<file path="config.mk">
export PLATFORM = sky130hd
export DESIGN_NAME = ptz_command_send_scheduler_core
export DESIGN_NICKNAME = d
export VERILOG_FILES = /design/src/sv/ptzs_pkg.sv /design/src/sv/ptzs_cfg.sv /design/src/sv/ptzs_ring.sv /design/src/sv/ptz_command_send_scheduler_core.sv
export SDC_FILE = /design/constraint.sdc
export NUM_CORES = 1
export LEC_CHECK = 0
export CORE_MARGIN = 3
export CORE_UTILIZATION = 37
export CTS_BUF_LIST = sky130_fd_sc_hd__clkbuf_8 sky130_fd_sc_hd__clkbuf_16
export DETAILED_ROUTE_END_ITERATION = 16
export DONT_BUFFER_PORTS = 1
export RECOVER_POWER = 50
export SLEW_MARGIN = 10
export SYNTH_ARGS = -nofsm -noshare
export SYNTH_HDL_FRONTEND = slang
export SYNTH_SLANG_ARGS = --single-unit
</file>
<file path="constraint.sdc">
create_clock -name clk_i -period 15.3 [get_ports clk_i]
set_clock_uncertainty 0.1 [all_clocks]
set_input_delay 2.295 -clock clk_i [delete_from_list [all_inputs] [get_ports clk_i]]
set_output_delay 2.295 -clock clk_i [all_outputs]
set_load 0.02 [all_outputs]
</file>
<file path="src/sv/ptzs_pkg.sv">
// Shared types, codes and reset constants for the PTZ send scheduler.
// No dependencies; imported by every other file of the block.
`timescale 1ns / 1ps
`default_nettype none

package ptzs_pkg;

  localparam int unsigned QueueDepthDefault = 6;
  localparam int unsigned CfgDataW          = 16;
  localparam int unsigned CfgIdxW           = 3;
  localparam int unsigned NumAxes           = 4;

  typedef enum logic [2:0] {
    ReqSetMove   = 3'd0,
    ReqSetFocus  = 3'd1,
    ReqStopAll   = 3'd2,
    ReqQueueCmd  = 3'd3,
    ReqTick      = 3'd4,
    ReqSendAck   = 3'd5,
    ReqSendFail  = 3'd6
  } req_e;

  typedef enum logic [CfgIdxW-1:0] {
    CfgSpeedLimit  = 3'd0,
    CfgNeutralCode = 3'd1,
    CfgRepeatMs    = 3'd2,
    CfgStopRepeat  = 3'd3,
    CfgCameraSel   = 3'd4,
    CfgHelloCode   = 3'd5,
    CfgRxSizeLimit = 3'd6
  } cfg_idx_e;

  localparam logic SendKindMove = 1'b0;
  localparam logic SendKindCmd  = 1'b1;

  typedef struct packed {
    logic [6:0]  speed_limit;
    logic [7:0]  neutral_code;
    logic [15:0] rpt_period;
    logic [1:0]  stop_repeat;
    logic [3:0]  camera_sel;
    logic [7:0]  hello_code;
    logic [15:0] rx_size_limit;
  } cfg_t;

  localparam cfg_t CfgReset = '{
    speed_limit:   7'd49,
    neutral_code:  8'd50,
    rpt_period:    16'd400,
    stop_repeat:   2'd2,
    camera_sel:    4'd0,
    hello_code:    8'd0,
    rx_size_limit: 16'd8200
  };

  // the ring's first slot holds a hello with the reset hello code
  localparam logic [7:0]  BootCode  = 8'd0;
  localparam logic [31:0] BootValue = 32'd0;

  typedef struct packed {
    logic push;
    logic pop;
  } ring_ctrl_t;

  typedef struct packed {
    logic [2:0]  req_type;
    logic [7:0]  pan_speed;
    logic [7:0]  tilt_speed;
    logic [7:0]  zoom_speed;
    logic [7:0]  focus_speed;
    logic [7:0]  cmd_code;
    logic [31:0] cmd_value;
    logic [31:0] now_ms;
    logic        link_ready;
    logic        fail_cause;
  } in_item_t;

  typedef struct packed {
    logic                      send_valid;
    logic                      send_kind;
    logic [NumAxes-1:0][7:0]   axis_code;
    logic [7:0]                cmd_code;
    logic [31:0]               cmd_value;
    logic [3:0]                camera_index;
    logic [15:0]               hello_rx_size;
    logic                      link_lost;
    logic                      axis_active;
  } res_t;

  function automatic logic [7:0] sat_speed(logic [7:0] v, logic [6:0] lim);
    logic signed [8:0] sv;
    logic signed [8:0] pos;
    logic signed [8:0] neg;
    logic signed [8:0] r;
    sv  = signed'({v[7], v});
    pos = signed'({2'b00, lim});
    neg = -pos;
    if (sv > pos) begin
      r = pos;
    end else if (sv < neg) begin
      r = neg;
    end else begin
      r = sv;
    end
    return r[7:0];
  endfunction

endpackage

`default_nettype wire

</file>
<file path="src/sv/ptzs_cfg.sv">
// Configuration register file of the PTZ send scheduler.
// Depends on ptzs_pkg (cfg_t, register index codes, reset values).
`timescale 1ns / 1ps
`default_nettype none

module ptzs_cfg (
  input  logic                                 clk_i,
  input  logic                                 rst_ni,
  input  logic                                 cfg_we_i,
  input  logic [ptzs_pkg::CfgIdxW-1:0]         cfg_index_i,
  input  logic [ptzs_pkg::CfgDataW-1:0]        cfg_data_i,
  output ptzs_pkg::cfg_t                       cfg_o
);
  import ptzs_pkg::*;

  cfg_t cfg_q;

  always_ff @(posedge clk_i or negedge rst_ni) begin
    if (!rst_ni) begin
      cfg_q <= CfgReset;
    end else if (cfg_we_i) begin
      case (cfg_idx_e'(cfg_index_i))
        CfgSpeedLimit:  cfg_q.speed_limit   <= cfg_data_i[6:0];
        CfgNeutralCode: cfg_q.neutral_code  <= cfg_data_i[7:0];
        CfgRepeatMs:    cfg_q.rpt_period    <= cfg_data_i[15:0];
        CfgStopRepeat:  cfg_q.stop_repeat   <= cfg_data_i[1:0];
        CfgCameraSel:   cfg_q.camera_sel    <= cfg_data_i[3:0];
        CfgHelloCode:   cfg_q.hello_code    <= cfg_data_i[7:0];
        CfgRxSizeLimit: cfg_q.rx_size_limit <= cfg_data_i[15:0];
        default: ;
      endcase
    end
  end

  assign cfg_o = cfg_q;

endmodule

`default_nettype wire

</file>
<file path="src/sv/ptzs_ring.sv">
// Pending command ring; a push into a full ring drops the oldest entry.
// Depends on ptzs_pkg (ring_ctrl_t, boot entry constants).
`timescale 1ns / 1ps
`default_nettype none

module ptzs_ring #(
  parameter int unsigned DEPTH = ptzs_pkg::QueueDepthDefault
) (
  input  logic                   clk_i,
  input  logic                   rst_ni,
  input  ptzs_pkg::ring_ctrl_t   ctrl_i,
  input  logic [7:0]             code_i,
  input  logic [31:0]            value_i,
  output logic [7:0]             head_code_o,
  output logic [31:0]            head_value_o,
  output logic                   not_empty_o
);
  import ptzs_pkg::*;

  localparam int unsigned PW = (DEPTH > 1) ? $clog2(DEPTH) : 1;
  localparam int unsigned CW = $clog2(DEPTH + 1);
  localparam int unsigned SW = CW + 1;

  logic [7:0]    codes_q  [DEPTH];
  logic [31:0]   values_q [DEPTH];
  logic [PW-1:0] head_q, head_d, head_inc, slot;
  logic [CW-1:0] count_q, count_d;
  logic [SW-1:0] slot_sum;
  logic          boot_q, boot_d;
  logic          full;

  assign full     = (count_q == CW'(DEPTH));
  assign head_inc = (head_q == PW'(DEPTH - 1)) ? '0 : head_q + PW'(1);
  assign slot_sum = SW'(head_q) + SW'(count_q);

  // when full the new entry lands where the dropped oldest one was
  always_comb begin
    if (full) begin
      slot = head_q;
    end else if (slot_sum >= SW'(DEPTH)) begin
      slot = PW'(slot_sum - SW'(DEPTH));
    end else begin
      slot = PW'(slot_sum);
    end
  end

  always_comb begin
    head_d  = head_q;
    count_d = count_q;
    boot_d  = boot_q;
    if (ctrl_i.push) begin
      if (full) begin
        head_d = head_inc;
      end else begin
        count_d = count_q + CW'(1);
      end
      if (slot == '0) begin
        boot_d = 1'b0;
      end
    end else if (ctrl_i.pop) begin
      head_d  = head_inc;
      count_d = count_q - CW'(1);
    end
  end

  always_ff @(posedge clk_i or negedge rst_ni) begin
    if (!rst_ni) begin
      head_q  <= '0;
      count_q <= CW'(1);
      boot_q  <= 1'b1;
    end else begin
      head_q  <= head_d;
      count_q <= count_d;
      boot_q  <= boot_d;
    end
  end

  always_ff @(posedge clk_i) begin
    if (ctrl_i.push) begin
      codes_q[slot]  <= code_i;
      values_q[slot] <= value_i;
    end
  end

  // slot 0 reads as the boot hello until first written
  assign head_code_o  = (boot_q && head_q == '0) ? BootCode  : codes_q[head_q];
  assign head_value_o = (boot_q && head_q == '0) ? BootValue : values_q[head_q];
  assign not_empty_o  = (count_q != '0);

endmodule

`default_nettype wire

</file>
<file path="src/sv/ptz_command_send_scheduler_core.sv">
// PTZ command send scheduler: input register, scheduling logic, result register.
// Uses ptzs_pkg, ptzs_cfg and ptzs_ring.
//
// Usage:
//   Requests enter on the input channel (in_valid_i / in_stall_o) with
//   req_type_i and its fields. Every request yields exactly one result on the
//   output channel (out_valid_o / out_stall_i); send_valid_o marks a result
//   that carries a frame (move or queued command).
//   A request passes through the input register, then the result register.
//   Throughput: one request per cycle; the single pass through the scheduling
//   logic between the registers sets that rate unless the receiver stalls.
//   When the receiver stalls, the result register holds and the input register
//   still takes one more request; in_stall_o rises only once both are full.
//   Reset clears all axis state, busy and dirty flags, the stop counter and
//   the send timestamp, restores the register defaults and leaves one hello
//   command pending in the ring. Configuration writes take effect at once
//   and are meant for idle periods.
`timescale 1ns / 1ps
`default_nettype none

module ptz_command_send_scheduler_core #(
  parameter int unsigned QUEUE_DEPTH = ptzs_pkg::QueueDepthDefault
) (
  input  logic                          clk_i,
  input  logic                          rst_ni,
  input  logic                          cfg_we_i,
  input  logic [ptzs_pkg::CfgIdxW-1:0]  cfg_index_i,
  input  logic [ptzs_pkg::CfgDataW-1:0] cfg_data_i,
  input  logic                          in_valid_i,
  output logic                          in_stall_o,
  input  logic [2:0]                    req_type_i,
  input  logic signed [7:0]             pan_speed_i,
  input  logic signed [7:0]             tilt_speed_i,
  input  logic signed [7:0]             zoom_speed_i,
  input  logic signed [7:0]             focus_speed_i,
  input  logic [7:0]                    cmd_code_i,
  input  logic signed [31:0]            cmd_value_i,
  input  logic [31:0]                   now_ms_i,
  input  logic                          link_ready_i,
  input  logic                          fail_cause_i,
  output logic                          out_valid_o,
  input  logic                          out_stall_i,
  output logic                          send_valid_o,
  output logic                          send_kind_o,
  output logic [7:0]                    pan_code_o,
  output logic [7:0]                    tilt_code_o,
  output logic [7:0]                    zoom_code_o,
  output logic [7:0]                    focus_code_o,
  output logic [7:0]                    out_cmd_code_o,
  output logic signed [31:0]            out_cmd_value_o,
  output logic [3:0]                    camera_index_o,
  output logic [15:0]                   hello_rx_size_o,
  output logic                          link_lost_o,
  output logic                          axis_active_o
);
  import ptzs_pkg::*;

  cfg_t       cfg;
  ring_ctrl_t ring_ctrl;
  logic [7:0]  ring_code;
  logic [31:0] ring_value;
  logic        ring_not_empty;

  in_item_t s1_q;
  logic     s1_valid_q, s1_valid_d;
  logic     take, adv;

  res_t res_q, res_d;
  logic out_valid_q, out_valid_d;

  logic [NumAxes-1:0][7:0] desired_q, desired_d;
  logic [NumAxes-1:0][7:0] confirmed_q, confirmed_d;
  logic        dirty_q, dirty_d;
  logic        busy_q, busy_d;
  logic [31:0] last_q, last_d;
  logic [1:0]  stops_q, stops_d;

  logic [31:0] diff, elapsed;
  logic        moving_now, axes_due, changed, mark_chk;
  logic        move_go, send_cmd;

  ptzs_cfg u_cfg (
    .clk_i       (clk_i),
    .rst_ni      (rst_ni),
    .cfg_we_i    (cfg_we_i),
    .cfg_index_i (cfg_index_i),
    .cfg_data_i  (cfg_data_i),
    .cfg_o       (cfg)
  );

  ptzs_ring #(
    .DEPTH (QUEUE_DEPTH)
  ) u_ring (
    .clk_i        (clk_i),
    .rst_ni       (rst_ni),
    .ctrl_i       (ring_ctrl),
    .code_i       (s1_q.cmd_code),
    .value_i      (s1_q.cmd_value),
    .head_code_o  (ring_code),
    .head_value_o (ring_value),
    .not_empty_o  (ring_not_empty)
  );

  // handshake: s1 drains into the result register whenever that is free
  assign adv        = s1_valid_q && (!out_valid_q || !out_stall_i);
  assign in_stall_o = s1_valid_q && !adv;
  assign take       = in_valid_i && !in_stall_o;
  assign s1_valid_d = take || (s1_valid_q && !adv);
  assign out_valid_d = adv || (out_valid_q && out_stall_i);

  always_ff @(posedge clk_i or negedge rst_ni) begin
    if (!rst_ni) begin
      s1_valid_q  <= 1'b0;
      out_valid_q <= 1'b0;
    end else begin
      s1_valid_q  <= s1_valid_d;
      out_valid_q <= out_valid_d;
    end
  end

  always_ff @(posedge clk_i) begin
    if (take) begin
      s1_q.req_type    <= req_type_i;
      s1_q.pan_speed   <= pan_speed_i;
      s1_q.tilt_speed  <= tilt_speed_i;
      s1_q.zoom_speed  <= zoom_speed_i;
      s1_q.focus_speed <= focus_speed_i;
      s1_q.cmd_code    <= cmd_code_i;
      s1_q.cmd_value   <= cmd_value_i;
      s1_q.now_ms      <= now_ms_i;
      s1_q.link_ready  <= link_ready_i;
      s1_q.fail_cause  <= fail_cause_i;
    end
    if (adv) begin
      res_q <= res_d;
    end
  end

  // negative elapsed time reads as zero
  assign diff       = s1_q.now_ms - last_q;
  assign elapsed    = diff[31] ? 32'd0 : diff;
  assign moving_now = |desired_q;
  assign axes_due   = dirty_q || (moving_now && (elapsed >= {16'd0, cfg.rpt_period}));

  always_comb begin
    desired_d   = desired_q;
    confirmed_d = confirmed_q;
    dirty_d     = dirty_q;
    busy_d      = busy_q;
    last_d      = last_q;
    stops_d     = stops_q;
    ring_ctrl   = '0;
    res_d       = '0;
    mark_chk    = 1'b0;
    move_go     = 1'b0;
    send_cmd    = 1'b0;

    case (req_e'(s1_q.req_type))
      ReqSetMove: begin
        desired_d[0] = sat_speed(s1_q.pan_speed,  cfg.speed_limit);
        desired_d[1] = sat_speed(s1_q.tilt_speed, cfg.speed_limit);
        desired_d[2] = sat_speed(s1_q.zoom_speed, cfg.speed_limit);
        mark_chk     = 1'b1;
      end
      ReqSetFocus: begin
        desired_d[3] = sat_speed(s1_q.focus_speed, cfg.speed_limit);
        mark_chk     = 1'b1;
      end
      ReqStopAll: begin
        desired_d = '0;
        dirty_d   = 1'b1;
        stops_d   = cfg.stop_repeat;
      end
      ReqQueueCmd: begin
        ring_ctrl.push = adv;
      end
      ReqTick: begin
        if (!busy_q && s1_q.link_ready) begin
          if (stops_q != 2'd0) begin
            move_go = 1'b1;
            stops_d = stops_q - 2'd1;
          end else if (axes_due) begin
            move_go = 1'b1;
          end else if (ring_not_empty) begin
            send_cmd      = 1'b1;
            ring_ctrl.pop = adv;
          end
        end
      end
      ReqSendAck: begin
        busy_d      = 1'b0;
        confirmed_d = desired_q;
        dirty_d     = 1'b0;
      end
      ReqSendFail: begin
        busy_d          = 1'b0;
        dirty_d         = 1'b1;
        res_d.link_lost = !s1_q.fail_cause;
      end
      default: ;
    endcase

    changed = 1'b0;
    for (int i = 0; i < NumAxes; i++) begin
      if (desired_d[i] != confirmed_q[i]) begin
        changed = 1'b1;
      end
    end
    if (mark_chk && changed) begin
      dirty_d = 1'b1;
    end

    if (move_go) begin
      res_d.send_valid   = 1'b1;
      res_d.send_kind    = SendKindMove;
      for (int i = 0; i < NumAxes; i++) begin
        res_d.axis_code[i] = cfg.neutral_code + desired_d[i];
      end
      res_d.camera_index = cfg.camera_sel;
    end
    if (send_cmd) begin
      res_d.send_valid    = 1'b1;
      res_d.send_kind     = SendKindCmd;
      res_d.cmd_code      = ring_code;
      res_d.cmd_value     = ring_value;
      res_d.camera_index  = cfg.camera_sel;
      res_d.hello_rx_size = (ring_code == cfg.hello_code) ? cfg.rx_size_limit : 16'd0;
    end
    if (move_go || send_cmd) begin
      busy_d = 1'b1;
      last_d = s1_q.now_ms;
    end

    res_d.axis_active = |desired_d;
  end

  always_ff @(posedge clk_i or negedge rst_ni) begin
    if (!rst_ni) begin
      desired_q   <= '0;
      confirmed_q <= '0;
      dirty_q     <= 1'b0;
      busy_q      <= 1'b0;
      last_q      <= '0;
      stops_q     <= '0;
    end else if (adv) begin
      desired_q   <= desired_d;
      confirmed_q <= confirmed_d;
      dirty_q     <= dirty_d;
      busy_q      <= busy_d;
      last_q      <= last_d;
      stops_q     <= stops_d;
    end
  end

  assign out_valid_o     = out_valid_q;
  assign send_valid_o    = res_q.send_valid;
  assign send_kind_o     = res_q.send_kind;
  assign pan_code_o      = res_q.axis_code[0];
  assign tilt_code_o     = res_q.axis_code[1];
  assign zoom_code_o     = res_q.axis_code[2];
  assign focus_code_o    = res_q.axis_code[3];
  assign out_cmd_code_o  = res_q.cmd_code;
  assign out_cmd_value_o = signed'(res_q.cmd_value);
  assign camera_index_o  = res_q.camera_index;
  assign hello_rx_size_o = res_q.hello_rx_size;
  assign link_lost_o     = res_q.link_lost;
  assign axis_active_o   = res_q.axis_active;

  a_stall_needs_item: assert property (@(posedge clk_i) disable iff (!rst_ni)
    in_stall_o |-> s1_valid_q)
    else $error("input stalled with empty input register");

  a_send_sets_busy: assert property (@(posedge clk_i) disable iff (!rst_ni)
    (adv && res_d.send_valid) |=> busy_q)
    else $error("frame sent but link not marked busy");

  a_busy_blocks_send: assert property (@(posedge clk_i) disable iff (!rst_ni)
    (adv && busy_q) |-> !res_d.send_valid)
    else $error("frame scheduled while link busy");

  a_stop_countdown: assert property (@(posedge clk_i) disable iff (!rst_ni)
    (adv && res_d.send_valid && stops_q != 2'd0) |=> (stops_q == $past(stops_q) - 2'd1))
    else $error("forced stop frame did not count down");

endmodule

`default_nettype wire

</file>
==> impl.org, run 1 <==
** Synth
- Syn Nets :: ~2,600
- Most used DFF post-synth :: sky130_fd_sc_hd__edfxtp_1
- The Yosys step of the flow raised 0 warnings.
- Sequential cells were found to cover 59.73% of the synthesized design area.
- Top cell type by total area after synthesis :: sky130_fd_sc_hd__edfxtp_1
- Synth Cell Area :: slightly below 30,000 um2
- Ys async rst share :: between 20% and 30%
- The synthesized design contains roughly 450 enable-type register cells.
- Number of different library cells in the post-synthesis netlist :: 76
- Synthesis handed over a netlist of roughly 2,300 instances.
- Seq cells post-synth :: between 600 and 700
- Averaged over all synthesized cells, the footprint is around 13 um2.
- Ranked by total cell area, the synthesized netlist is headed by sky130_fd_sc_hd__edfxtp_1 (45%), sky130_fd_sc_hd__dfrtp_1 (13%), sky130_fd_sc_hd__ha_1 (5.9%), sky130_fd_sc_hd__mux2_2 (3.7%), sky130_fd_sc_hd__mux4_2 (3.1%).
- Fraction of synthesized cell area taken by the top area cell type :: around 45%

** STA
- The worst pin sits at a relative slew slack of -110.1%.
- Adding up every negative setup slack in the final design gives 0 ns.
- Setup repair after global routing missed its margin :: false
- Max-slew violation count :: 148
- Final period util :: around three fifths
- The worst path meets setup with roughly 6.0 ns of slack.
- Derived from the worst setup path, the maximum achievable clock frequency is 0.1070 GHz.
- At the pin with the least slew margin, the transition time is roughly 3.2 ns.
- The number of hold violations in the final report is 0.
- Shortest clock period the worst path allows after layout :: between 9 and 10 ns
- Count of final setup violators :: 0

** Clock tree
- Num CTS Buffers :: 70
- The number of hold buffers added after CTS was 0.
- The root buffer cell chosen for the clock tree is sky130_fd_sc_hd__clkbuf_16.
- CTS clk-pin slew, worst paths :: around 0.06 ns
- CTS tree :: yes
- Number of H-tree branching levels :: 3
- Number of clock sinks :: roughly 620
- Once the clock tree was built, the setup fixing pass inserted 0 buffers.
- The number of gates resized after CTS was 0.
- Buffers from clock root to sink, at most :: 3
- Worst-skew pair later-pin latency :: between 0.6 and 0.7 ns

** Layout
- Register area :: between 15,000 and 20,000 um2
- Net count of the finished layout :: between 2,000 and 3,000
- Area used by multi-input combinational logic :: between 10,000 and 15,000 um2
- Fill cell instance count of the final layout :: ~7,000
- Relative area change from synthesis to final layout :: 12.21%
- Fraction of layout instances using a drive strength above 1 :: between 10% and 20%

** Drt
- Post-detailed-route DRC marker count :: 0
- First-pass iteration count of the detailed router :: 5
- The routed layout has around 19,000 vias.
- Initial DRC Count :: 1,242
- Total routed wirelength :: between 70,000 and 80,000 um
- Dividing the detail-routed wire length by the instance count gives 22.98 um.
- DR vias/cell :: roughly 5.5
- The detail route stage leaves a number of antenna-violating nets equal to 0.

** Placement
- During placement, the flow inserted port buffers numbering 0.
- Detailed placement finished with a half-perimeter wire length of ~54,000 um.
- The congestion estimate from routability-driven global placement came to 0.9069.
- Worst slack after detailed placement :: around 7.8 ns

** Global route
- In the global route stage, overall resource usage came out at between 10% and 20%.
- Grt total ovfl :: 0
- The initial antenna violation count is 5.
- Entering global routing, the biggest net connects between 150 and 200 pins.
- Number of global-route vias before repair :: roughly 19,000
- Global-route wire length before repair :: around 120,000 um

** Run status
- Outcome :: finished, violations left
- The checks that failed: capacitance limit, slew limit.

** Worst setup path
- Setup Crit Path Kind :: input port to register
- The critical path goes through nand2_1 -> nand2_2 -> clkbuf_1 -> clkinvlp_2 -> a21oi_1 -> a21oi_1 -> nor4_1 -> and4_1 -> o2111ai_1 -> a211o_1 -> nor4_1 -> nand4_1 -> o31a_1.
- STA classifies the critical path endpoint as a register.
- The largest single stage delay on the critical path is 2.78 ns.
- At the worst endpoint, the required time is 15.71 ns.
- The worst setup path is launched from an input port.
- Critical path's top delay family :: buffers and inverters
- Crit-path max FO :: between 50 and 60
- Data arrival, critical path :: 9.75 ns
- Standard cell with the maximum stage delay on the critical path :: sky130_fd_sc_hd__clkinvlp_2
- Worst path buffer plus inverter count :: 2
- The setup check on the worst reg-to-reg path leaves a slack of 7.07 ns.

** Floorplanning
- Die Outline Area :: between 80,000 and 90,000 um2
- The initialized floorplan defines between 100 and 150 standard-cell rows.
- Effective utilization at floorplan :: around 38%
- After floorplanning, the core was sized to cover 78,230 um2.
- The floorplan step set the die height to approximately 290 um.
- Horizontal extent of the die :: between 200 and 300 um
- I/O pins :: around 230

** Power
- Reported leakage power :: ~13 nW
- The worst-case IR drop observed on VDD is between 0.00009 and 0.0001 V.
- Areal power density over the cells :: between 150 and 200 nW/um2

** Job
- Max-cap violations :: 3

** Hold path
- The min-delay analysis places its worst path in the category register to register.
-- metrics by stage --
step	cells	hold WS, ns	utilization [%]	power, mW	area, um2
floorplan	2321	0.3574	-	3.196	29520
global placement	3298	0.3755	39.29	3.611	30740
detailed placement	3298	0.3778	39.29	3.639	30740
CTS	3425	0.3865	42.37	5.361	33140
global route	3428	0.3957	42.35	5.614	33130
finish	3429	0.3891	42.35	5.319	33130
-- placed cells by master (no fill, tap or decap), types with 16 or more instances in the layout --
master | netlist | layout
sky130_fd_sc_hd__nand3_1 | 26 | 26
sky130_fd_sc_hd__mux2i_1 | 66 | 66
sky130_fd_sc_hd__nor4_1 | 17 | 17
sky130_fd_sc_hd__a21o_1 | 32 | 32
sky130_fd_sc_hd__mux2_2 | 98 | 98
sky130_fd_sc_hd__ha_1 | 140 | 140
sky130_fd_sc_hd__and2_1 | 29 | 28
sky130_fd_sc_hd__inv_1 | 135 | 146
sky130_fd_sc_hd__a21oi_1 | 97 | 97
sky130_fd_sc_hd__dfrtp_1 | 156 | 153
sky130_fd_sc_hd__o22ai_1 | 16 | 16
sky130_fd_sc_hd__xnor2_1 | 43 | 43
sky130_fd_sc_hd__o211ai_1 | 26 | 26
sky130_fd_sc_hd__buf_4 | 1 | 26
sky130_fd_sc_hd__o21ai_0 | 135 | 135
sky130_fd_sc_hd__nor3_1 | 26 | 26
sky130_fd_sc_hd__nor2_1 | 157 | 151
sky130_fd_sc_hd__edfxtp_1 | 445 | 445
sky130_fd_sc_hd__nor2b_1 | 21 | 21
sky130_fd_sc_hd__nand2_1 | 197 | 195
sky130_fd_sc_hd__xor2_1 | 36 | 36
sky130_fd_sc_hd__mux4_2 | 40 | 40
sky130_fd_sc_hd__a211oi_1 | 46 | 46
sky130_fd_sc_hd__clkbuf_16 | 0 | 71
sky130_fd_sc_hd__o21a_1 | 19 | 19
sky130_fd_sc_hd__nand4_1 | 27 | 27
sky130_fd_sc_hd__nand2b_1 | 19 | 19
-- worst reg2reg max path: stages, from the launching register on --
cell	delay, ns
sky130_fd_sc_hd__dfrtp_1	0.49
sky130_fd_sc_hd__nand2_1	0.13
sky130_fd_sc_hd__nand2_2	0.09
sky130_fd_sc_hd__clkbuf_1	1.76
sky130_fd_sc_hd__clkinvlp_2	2.82
sky130_fd_sc_hd__a21oi_1	0.62
sky130_fd_sc_hd__a21oi_1	0.09
sky130_fd_sc_hd__nor4_1	0.59
sky130_fd_sc_hd__and4_1	0.29
sky130_fd_sc_hd__o2111ai_1	0.13
sky130_fd_sc_hd__a211o_1	0.33
sky130_fd_sc_hd__nor4_1	0.24
sky130_fd_sc_hd__nand4_1	0.14
sky130_fd_sc_hd__o31a_1	0.32
-- per-layer routing --
layer  part of all wire [%]  vias up  track usage (%)
met5                  0.015        -                0
met1                     44     9447            25.50
li1                       -     8655                -
met4                    2.3        2            5.572
met2                     47      580            29.84
met3                    6.7      112            4.294
-- power by group --
group / leakage, nW / internal [mW] / total, mW / switching, mW
Clock: 1.21 / 0.980 / 1.70 / 0.723
Combinational: 5.14 / 0.580 / 1.41 / 0.835
Sequential: 6.29 / 1.99 / 2.20 / 0.212
-- Yosys cell counts, types with 5 or more instances --
library cell and number:
sky130_fd_sc_hd__buf_2 10, sky130_fd_sc_hd__or3_1 10, sky130_fd_sc_hd__mux4_2 40, sky130_fd_sc_hd__fa_1 7
sky130_fd_sc_hd__o21ai_0 135, sky130_fd_sc_hd__or4_1 9, sky130_fd_sc_hd__clkbuf_1 70, sky130_fd_sc_hd__o21bai_1 7
sky130_fd_sc_hd__o22ai_1 16, sky130_fd_sc_hd__nor4_1 17, sky130_fd_sc_hd__nor2_1 157, sky130_fd_sc_hd__a2111oi_0 6
sky130_fd_sc_hd__a31oi_1 11, sky130_fd_sc_hd__and2_1 29, sky130_fd_sc_hd__a211o_1 5, sky130_fd_sc_hd__o21a_1 19
sky130_fd_sc_hd__xnor2_1 43, sky130_fd_sc_hd__a22o_1 5, sky130_fd_sc_hd__xor2_1 36, sky130_fd_sc_hd__mux2_2 98
sky130_fd_sc_hd__buf_1 10, sky130_fd_sc_hd__a211oi_1 46, sky130_fd_sc_hd__nand3_1 26, sky130_fd_sc_hd__and4_1 6
sky130_fd_sc_hd__and3_1 7, sky130_fd_sc_hd__ha_1 140, sky130_fd_sc_hd__nand2_1 197, sky130_fd_sc_hd__dfrtp_1 156
sky130_fd_sc_hd__edfxtp_1 445, sky130_fd_sc_hd__a21oi_1 97, sky130_fd_sc_hd__a21boi_0 6, sky130_fd_sc_hd__nand2b_1 19
sky130_fd_sc_hd__inv_1 135, sky130_fd_sc_hd__a22oi_1 6, sky130_fd_sc_hd__o31ai_1 7, sky130_fd_sc_hd__nor3_1 26
sky130_fd_sc_hd__a21o_1 32, sky130_fd_sc_hd__dfstp_2 14, sky130_fd_sc_hd__nor2b_1 21, sky130_fd_sc_hd__mux2i_1 66
sky130_fd_sc_hd__nand4_1 27, sky130_fd_sc_hd__o211ai_1 26
-- layout make-up --
class	instances	area share [%]
Sequential cell	615	53.25
Multi-Input combinational cell	1477	33.35
Clock buffer	77	5.612
Tap cell	1040	3.928
Clock inverter	50	1.654
Inverter	136	1.545
Timing Repair Buffer	30	0.6345
Antenna cell	4	0.03021
-- logic make-up after synthesis --
group / Yosys count / synth area share, %
DFF: 615 / 59.73
and+or+nand+nor: 569 / 9.052
AOI/OAI and AO/OA: 477 / 10.37
buffers and inverters: 229 / 3.017
muxes: 205 / 9.077
adders and majority gates: 147 / 6.408
xor gates and xnor gates: 79 / 2.344
-- sequential cells by signal (all words and copies together), names as in the netlist, 16 cells and up --
register / cells
confirmed_q: 32
desired_q: 32
hello_rx_size_o: 16
last_q: 32
out_cmd_value_o: 32
s1_q: 109
u_cfg.cfg_o: 61
u_ring.codes_q: 48
u_ring.values_q: 192
-- path summary, 6_finish.rpt --
check,start,to,cells past startpoint
max reg2reg,out_valid_o$_DFF_PN0_,dirty_q$_DFFE_PN0P_,13
max in group asynchronous,rst_ni,u_cfg.cfg_o[54]$_DFFE_PN1P_,0
min,u_ring.boot_q$_DFFE_PN1P_,u_ring.boot_q$_DFFE_PN1P_,1
min in group asynchronous,rst_ni,desired_q[14]$_DFFE_PN0P_,0
max,out_stall_i,dirty_q$_DFFE_PN0P_,13
min reg2reg,u_ring.boot_q$_DFFE_PN1P_,u_ring.boot_q$_DFFE_PN1P_,1
Power figures use the tool's default switching activity.
==> run 2: changes to the inputs <==
==> constraint.sdc (replaced) <==
create_clock -name clk_i -period 8.45 [get_ports clk_i]
set_clock_uncertainty 0.1 [all_clocks]
set_input_delay 1.2675 -clock clk_i [delete_from_list [all_inputs] [get_ports clk_i]]
set_output_delay 1.2675 -clock clk_i [all_outputs]
set_load 0.02 [all_outputs]
==> run 2 against run 1 <==
Compared with the run above: the flow still finishes with violations (capacitance limit, slew limit); final area is 0.42% lower; critical path depth is 12 higher; sequential cell count stayed put; non-clock buffer count is 2 lower; cell count is 0.20% lower; via count is 0.46% lower; worst setup slack worse by 4.5 ns; power is 79% higher; die area stayed put; count of clock-buffer cells in the layout is 2 lower; largest cell class unchanged.
==> impl.org, run 2 (same netlist as run 1, synthesis figures left out) <==
** Run status
- Outcome :: finished, violations left (unchanged)
- Failing checks :: capacitance limit, slew limit (unchanged)

** Clock tree
- The hold-fix buffer count after cts was 0 (unchanged).
- The number of gates resized after cts was 0 (unchanged).
- Worst-skew pair later-pin latency :: 0.64 ns (about the same)
- The clock sink total came to 615 (unchanged).
- Buffers from clock root to sink, at most :: 3 (unchanged)
- CTS Root Buffer Type :: sky130_fd_sc_hd__clkbuf_16 (unchanged)
- Setup Buffers After CTS :: 0 (unchanged)
- CTS clk-pin slew, worst paths :: 0.07 ns (was 0.06 ns)
- The H-tree depth came to 3 (unchanged).
- The total clock buffers created by CTS is 69 (was 70).
- The clock tree from TritonCTS is yes (unchanged).

** STA
- Final period util :: 82.88%
- Setup repair after global routing missed its margin: false (unchanged).
- Max-slew violation count :: 102 (was 148)
- Post-route setup TNS :: 0 ns (unchanged)
- Worst slew margin relative to its limit :: -116.5% (was -110.1%)
- Worst-Margin Slew :: 3.246 ns (was 3.151 ns)
- Achievable frequency :: about 0.14 GHz
- Number of hold-slack violations in the final timing report :: 0 (unchanged)
- The worst hold margin came to 0.2531 ns (was 0.3891 ns).
- The worst path needs approximately 7 ns of the cycle, external delays included.
- Count of final setup violators :: 0 (unchanged)

** Floorplanning
- The area enclosed by the die boundary was 83,220 um2 (unchanged).
- Standard cell core area :: 78,230 um2 (unchanged)
- Horizontal extent of the die :: 288.5 um (unchanged)
- The height of the die came to 288.5 um (unchanged).
- Placement row count :: 102 (unchanged)
- Effective utilization at floorplan :: 37.74% (unchanged)
- I/O pins :: 231 (unchanged)

** Placement
- Post-detail-place hpwl :: 53,560 um (was 53,600 um)
- # placed instances :: 3,296 (was 3,298)
- The quantity of I/O buffers inserted on ports was 0 (unchanged).
- Area of placed instances :: 30,720 um2 (was 30,740 um2)
- Global placement routability congestion :: 0.9348 (was 0.9069)

** Layout
- The number of flip-flops in the largest register came to 192 (unchanged).
- The top register by number of flip-flops is u_ring.values_q (unchanged).
- Register area :: 17,640 um2 (unchanged)
- Fraction of layout instances using a drive strength above 1 :: 12.89% (was 13.17%)
- Fin util :: 42.17% (was 42.35%)
- Most frequent standard cell in the layout excluding fill and tap cells :: sky130_fd_sc_hd__edfxtp_1 (unchanged)
- The post-route cell area came to 32,990 um2 (was 33,130 um2).
- Final standard cell count with taps included and fillers excluded :: 3,422 (was 3,429)
- The filler cell count in the final layout came to 7,223 (was 7,198).
- The area of combinational cells with multiple inputs was 11,050 um2 (about the same).
- The relative area change from synthesis to final layout is 11.74% (was 12.21%).
- Commonest cells after routing, fill and taps aside :: sky130_fd_sc_hd__edfxtp_1 (445), sky130_fd_sc_hd__nand2_1 (196), sky130_fd_sc_hd__dfrtp_1 (153) (was sky130_fd_sc_hd__edfxtp_1 (445), sky130_fd_sc_hd__nand2_1 (195), sky130_fd_sc_hd__dfrtp_1 (153))
- The post-layout net count came to 2,607 (was 2,610).

** Global route
- Number of antenna violations at the first check in global routing :: 5 (unchanged)
- The number of global-route vias before repair was 18,798 (was 18,994).
- Largest net degree at the start of global routing :: 171 (unchanged)
- The wire length of the first global-routing pass is 118,200 um (was 118,300 um).
- Grt total ovfl :: 0 (unchanged)
- The global-route total usage across every layer is 18.79% (was 18.70%).

** Drt
- The detailed-route DRC error count was 0 (unchanged).
- The via count normalized by instance count came to 5.468 (was 5.481).
- The post-detailed-route count of antenna-violating nets is 0 (unchanged).
- The via count came to 18,710 (was 18,796).
- The first-iteration detailed-routing DRC count was 1,315 (was 1,242).
- Total routed wirelength :: 78,930 um (was 78,800 um)
- The average wire per cell in the routed design came to 23.06 um (was 22.98 um).
- The first-pass iteration count of the detailed router is 5 (unchanged).

** Worst setup path
- The worst stage delay on the critical path is 0.82 ns (was 2.78 ns).
- Required time worst endpoint :: 8.70 ns (was 15.71 ns)
- Capturing element type of the critical path :: register (unchanged)
- The maximum fanout along the worst path is 15 (was 57).
- The slowest cell on the critical path is sky130_fd_sc_hd__o21ai_1 (was sky130_fd_sc_hd__clkinvlp_2).
- The logic depth of the worst setup path including buffers was 25 (was 13).
- Reg2Reg Depth :: 25 (was 13)
- Setup Crit Path Kind :: register to register (was input port to register)
- Worst path buffer plus inverter count :: 3 (was 2)
- The worst endpoint data arrival time is 7.25 ns (was 9.75 ns).
- The kind of cell adding the most delay to the critical path is compound AO/OA/AOI/OAI gates (was buffers and inverters).
- The kind of start point of the critical path is a register (was input port).

** Power
- Reported leakage power :: 12.57 nW (was 12.63 nW)
- IR Drop Worst-Case VDD :: 0.0002014 V (was 0.00009669 V)
- The power density relative to cell area was 288.1 nW/um2 (was 160.5 nW/um2).

** Hold path
- The kind of path behind the tightest hold check is input port to asynchronous set/reset pin (was register to register).

** Job
- The max-capacitance violation count came to 2 (was 3).
[run 2: per-stage QoR]
stage          total power [mW]  setup WS (ns)
2_1_floorplan             5.787          2.525
3_3_place_gp              6.538          1.604
3_5_place_dp              6.578          1.447
4_1_cts                   9.576          1.456
5_1_grt                   10.05         0.9378
6_report                  9.504          1.447
[run 2: worst paths after layout]
path,slack [ns],startpoint,end
worst min-delay path,0.25,rst_ni,confirmed_q[2]$_DFFE_PN0P_
min in group clk_i,0.39,u_ring.boot_q$_DFFE_PN1P_,u_ring.boot_q$_DFFE_PN1P_
worst min register to register,0.39,u_ring.boot_q$_DFFE_PN1P_,u_ring.boot_q$_DFFE_PN1P_
max in group asynchronous,7.58,rst_ni,u_cfg.cfg_o[37]$_DFFE_PN1P_
worst max-delay path,1.45,u_cfg.cfg_o[55]$_DFFE_PN0P_,focus_code_o[7]$_SDFFCE_PP0P_
worst max register to register,1.45,u_cfg.cfg_o[55]$_DFFE_PN0P_,focus_code_o[7]$_SDFFCE_PP0P_
[run 2: power by group]
part	switching (mW)	internal, mW
clock	1.28	1.68
combinational	1.52	1.05
sequential	0.382	3.60
[run 2: routing by layer]
layer	GRT usage [%]	vias up	share of wire [%]
met2	29.72	579	46
met3	4.428	137	6.6
met5	0	-	0.016
met1	25.69	9322	44
li1	-	8670	-
met4	5.800	2	2.7
[run 2: area by class of cell]
| type | instances | share of cell area [%] |
|---|---|---|
| antenna | 1 | 0.007585 |
| clock buffer | 75 | 5.518 |
| clock inverter | 50 | 1.422 |
| inverter | 136 | 1.551 |
| multi-input combinational | 1477 | 33.48 |
| sequential | 615 | 53.47 |
| tap | 1040 | 3.944 |
| timing repair buffer | 28 | 0.6030 |
[run 2: worst register-to-register path: cells and delay by family, from the launching register on]
family                   cells  cell delay (ns)
AO/OA/AOI/OAI               11             2.54
adder cells (fa/ha/maj)      3             0.89
multiplexers                 1             0.43
AND/OR/NAND/NOR              4             0.65
buffers and inverters        3             0.63
XOR/XNOR                     3             1.01
flip-flops                   1             0.49
